==> config.mk <==
export PLATFORM = sky130hd
export DESIGN_NAME = deeprc_ctrl
export DESIGN_NICKNAME = d
export VERILOG_FILES = /design/src/sv/deeprc_pkg.sv /design/src/sv/deeprc_ctrl.sv
export SDC_FILE = /design/constraint.sdc
export NUM_CORES = 1
export LEC_CHECK = 0
export BUFFER_PORTS_ARGS = -buffer_cell sky130_fd_sc_hd__buf_2
export CAP_MARGIN = 20
export CORE_AREA = 3 3 40 42
export DETAILED_ROUTE_END_ITERATION = 6
export DIE_AREA = 0 0 43 45
export SLEW_MARGIN = 20
export SYNTH_ARGS = -nofsm -noshare
export SYNTH_HDL_FRONTEND = slang
export SYNTH_SLANG_ARGS = --single-unit
==> constraint.sdc <==
create_clock -name clk -period 0.95 [get_ports clk]
set_clock_uncertainty 0.05 [all_clocks]
set_input_delay 0.19 -clock clk [delete_from_list [all_inputs] [get_ports clk]]
set_output_delay 0.19 -clock clk [all_outputs]
set_load 0.02 [all_outputs]
==> src/sv/deeprc_pkg.sv <==
// ----------------------------------------------------------------------------
// deeprc_pkg
// Types, register codes and defaults for the data EEPROM register controller.
// ----------------------------------------------------------------------------
package deeprc_pkg;

	localparam int          MEM_DEPTH_DEF = 1024;
	localparam logic [15:0] CYC_TICKS_RST = 16'd4;

	// request kinds
	typedef enum logic [1:0] {
		REQ_READ  = 2'd0,
		REQ_WRITE = 2'd1,
		REQ_TICK  = 2'd2,
		REQ_NONE  = 2'd3
	} req_t;

	// register selects
	localparam logic [2:0] REG_ADRH   = 3'd0;
	localparam logic [2:0] REG_ADRL   = 3'd1;
	localparam logic [2:0] REG_DATA   = 3'd2;
	localparam logic [2:0] REG_CTRL   = 3'd3;
	localparam logic [2:0] REG_UNLOCK = 3'd4;

	// control register bit positions
	localparam int CTL_EEPGD = 7;
	localparam int CTL_CFGS  = 6;
	localparam int CTL_WREN  = 2;
	localparam int CTL_WR    = 1;
	localparam int CTL_RD    = 0;

	// unlock sequence bytes and stages
	localparam logic [7:0] UNLOCK_KEY1 = 8'h55;
	localparam logic [7:0] UNLOCK_KEY2 = 8'hAA;
	localparam logic [1:0] UNL_NONE    = 2'd0;
	localparam logic [1:0] UNL_FIRST   = 2'd1;
	localparam logic [1:0] UNL_ARMED   = 2'd2;

	localparam logic [7:0] ERASED_BYTE = 8'hFF;

	typedef enum logic [1:0] {
		ST_CLEAR,
		ST_IDLE,
		ST_LOAD
	} state_t;

	// controller -> datapath
	typedef struct packed {
		logic clear_step;
		logic accept;
		logic load_data;
	} cmd_t;

	// datapath -> controller
	typedef struct packed {
		logic clear_done;
		logic rd_go;
	} sts_t;

endpackage

==> src/sv/deeprc_ctrl.sv <==
// ----------------------------------------------------------------------------
// deeprc_ctrl
// Sequencer: erase pass after reset, item handshake, memory read wait state.
// ----------------------------------------------------------------------------
module deeprc_ctrl
	import deeprc_pkg::*;
(
	input  logic   clk,
	input  logic   arst_n,
	input  logic   s_tvalid,
	output logic   s_tready,
	output logic   m_tvalid,
	input  logic   m_tready,
	input  sts_t   sts,
	output cmd_t   cmd
);

	state_t state_q, state_nxt;
	logic   out_valid_q;
	logic   ready;

	always_ff @(posedge clk or negedge arst_n) begin
		if (!arst_n) begin
			state_q     <= ST_CLEAR;
			out_valid_q <= 1'b0;
		end else begin
			state_q <= state_nxt;
			if (cmd.accept) begin
				out_valid_q <= 1'b1;
			end else if (m_tready) begin
				out_valid_q <= 1'b0;
			end
		end
	end

	always_comb begin
		state_nxt      = state_q;
		cmd.clear_step = 1'b0;
		cmd.accept     = 1'b0;
		cmd.load_data  = 1'b0;
		ready          = 1'b0;
		case (state_q)
			ST_CLEAR: begin
				cmd.clear_step = 1'b1;
				if (sts.clear_done) begin
					state_nxt = ST_IDLE;
				end
			end
			ST_IDLE: begin
				// output register frees up in the same cycle it is taken
				ready      = !out_valid_q || m_tready;
				cmd.accept = s_tvalid && ready;
				if (cmd.accept && sts.rd_go) begin
					state_nxt = ST_LOAD;
				end
			end
			ST_LOAD: begin
				cmd.load_data = 1'b1;
				state_nxt     = ST_IDLE;
			end
			default: begin
				state_nxt = ST_IDLE;
			end
		endcase
	end

	assign s_tready = ready;
	assign m_tvalid = out_valid_q;

endmodule

==> flow_summary_export.csv <==
group,metric,value,unit
synth,ys_ff_latch,3,
detailed_routing,drcViolationCount,0,
worst_setup_path,worstPathCellList,"nor2b_4 > nor3_4 > buf_6",
floorplan,dieArea,1940,um2
cts,htreeDepth,1,
worst_setup_path,r2r_start,"m_tvalid$_DFFE_PN0P_",
synth,yosysSeqAreaShare,0.513,
sta,finalHoldViolations,0,
floorplan,die_w,43,um
detailed_routing,ant_nets,0,
global_route,grtUsageMet1,0.0676,
detailed_routing,drt-initial-drc-count,3,
global_route,gr-total-overflow,0,
cts,clockBufferDepth,2,
global_route,grt.met3_usage,0.0598,
cts,clkSlewWorstSetupHoldPaths,0.03,ns
global_route,use_met2,0.0808,
floorplan,num_rows,13,
cells_and_area,stdcell_count,49,
cells_and_area,area_delta_synth_final,136,%
floorplan,num_io_pins,11,
global_route,grtUsageTotal,0.0633,
global_route,grt_pass1_wl,828,um
cells_and_area,n_antenna_cell,0,
placed_design,dpl.hpwl,365,um
worst_setup_path,crit_buf_inv,1,
sta,drv_slew,0,
placed_design,numPortBuffers,10,
detailed_routing,routed_wl,495,um
floorplan,fp.coreArea,1280,um2
placed_design,place_ws,-0.136,ns
worst_setup_path,cp.required,0.71,ns
worst_setup_path,crit_start,"m_tvalid$_DFFE_PN0P_",
global_route,grt_pass1_vias,199,
cts,cts_num_sinks,3,
synth,syn_inst,15,
worst_setup_path,criticalPathCategory,"reg2out",
floorplan,initial_utilization,0.114,
sta,post-route-min-period,1.31,ns
sta,max_slew_margin,0.892,
sta,layout_setup_ws,-0.356,ns
floorplan,die_y,45,um
sta,tightest_slew,0.163,ns
sta,setup-violations-final,8,
power,leakagePower,0.000168,uW
cts,cts_tree,"done",
detailed_routing,viasPerCell,3.78,
cts,cts_made_buffers,3,
cts,cts_root_buf,"clkbuf_4",
run_status,violations,"setup timing",
worst_setup_path,path_max_fanout,3,
synth,yosysTopAreaCell,"dfrtp_1",
placed_design,place_inst,41,
cts,clock_latency,0.23,ns
placed_design,gp_congestion,0.702,
worst_setup_path,ff2ff_setup_slack,-0.22,ns
worst_setup_path,crit_arrival,1.07,ns
power,p_total,610,uW
synth,syn-num-nets,21,
detailed_routing,drt-wirelength-per-cell,10.1,um
synth,synth_top_area_frac,0.513,
job,max_cap_viol_count,0,
cells_and_area,final_nets,41,
synth,ys_types,11,
cells_and_area,drive_above_1_share,0.706,
detailed_routing,dr.pass1.iters,2,
worst_setup_path,crit_family,"flip-flops",
synth,syn_area,146,um2
detailed_routing,num_vias,185,
power,ir_drop,0.000429,V
placed_design,dpl_cell_area,250,um2
min_path,hold_class,"in2reg",
global_route,antenna_found_initial,0,
sta,finalCritPeriodShare,1.37,
power,power-per-cell-area,1770,nW/um2
sta,grt_setup_unrepaired,"true",
run_status,status,"finished, violations left",
worst_setup_path,crit_slowest_cell,"dfrtp_2",
synth,ys_warn_count,0,
min_path,hp-start,"sts[0]",
sta,fmax,766,MHz
synth,avgSynthCellArea,9.76,um2
cells_and_area,fin_area,345,um2
synth,yosys-top-cells-area,"dfrtp_1, nor3_1, and2b_2",
worst_setup_path,worst_path_largest_cell_delay,0.39,ns
global_route,grt_max_degree,5,
global_route,grt-busiest-layer,"met2",
worst_setup_path,crit_path_end_kind,"output pin",
worst_setup_path,start_kind,"register",
==> per-layer routing <==
metal,part of all wire,vias up
met2,0.41,12
met5,0,-
met1,0.46,85
met3,0.12,0
met4,0,0
li1,-,88
==> final timing paths <==
| kind | cells past startpoint | endpoint |
|---|---|---|
| min in group asynchronous | 2 | state_q[1]$_DFFE_PN0P_ |
| worst min-delay path | 3 | state_q[1]$_DFFE_PN0P_ |
| worst max register to register | 4 | state_q[0]$_DFFE_PN0P_ |
| max in group asynchronous | 2 | m_tvalid$_DFFE_PN0P_ |
| worst min register to register | 2 | state_q[0]$_DFFE_PN0P_ |
| worst max-delay path | 3 | cmd[1] |
==> sequential cells by signal, summed over array words and instances (netlist names) <==
register	count
state_q	2
m_tvalid	1
==> tightest hold or removal path, stage by stage <==
cell and delay, ns:
buf_2 0.09, nand2_1 0.11, nor3_4 0.04
==> power by group <==
group | total [uW] | switching [uW] | leakage (uW) | internal, uW
Sequential | 160 | 14.0 | 0.0000341 | 146
Clock | 219 | 62.2 | 0.0000150 | 157
Combinational | 230 | 110 | 0.000119 | 120
==> synthesized netlist by cell type, drive strengths merged <==
| master | instances |
|---|---|
| dfrtp | 3 |
| nor2 | 2 |
| nor3 | 2 |
| and2b | 1 |
| inv | 1 |
| nand2 | 1 |
| nand2b | 1 |
| nor2b | 1 |
| o21bai | 1 |
| o31a | 1 |
| or3 | 1 |
==> per-stage QoR <==
step	utilization	hold WS, ns	TNS (ns)
global route	0.269	0.208	-2.06
finish	0.269	0.199	-1.64
CTS	0.258	0.167	-1.74
floorplan	-	-0.156	-0.279
detailed placement	0.195	-0.0574	-0.474
global placement	0.195	-0.0618	-0.395
==> cell families (layout without fill, tap and decap cells) <==
group / Yosys count / in the layout / share of synthesized area
and+or+nand+nor: 9 / 9 / 0.351
buffers and inverters: 1 / 20 / 0.0256
AOI/OAI and AO/OA: 2 / 2 / 0.111
DFF: 3 / 3 / 0.513
==> cell usage in the layout, fill, tap and decap left out <==
cell type      Yosys  routed
and2b_2            1       1
buf_2              0       6
buf_4              0       4
buf_6              0       4
clkbuf_1           0       1
clkbuf_4           0       3
dfrtp_1            3       2
dfrtp_2            0       1
dlygate4sd3_1      0       1
inv_1              1       1
nand2_1            1       1
nand2b_4           0       1
nor2_1             2       1
nor2_2             0       1
nor2b_4            0       1
nor3_4             0       2
o21bai_1           1       1
o31a_1             1       1
or3_1              1       1
==> repair_timing <==
item | in CTS | in global routing
resized for setup | 9 | 1
endpoints found under the setup margin | 8 | 8
hold buffers | 1 | 0
buffers inserted | 2 | 1
hold endpoints to repair | 3 | 0
pin swaps | 1 | 1
==> cell type report <==
cell class	count	area, um2
multi-input combinational	11	105
clock buffer	4	26.3
fill	145	940
tap	15	18.8
sequential	3	76.3
timing repair buffer	15	115
inverter	1	3.75
(Power assumes the default switching activity.)
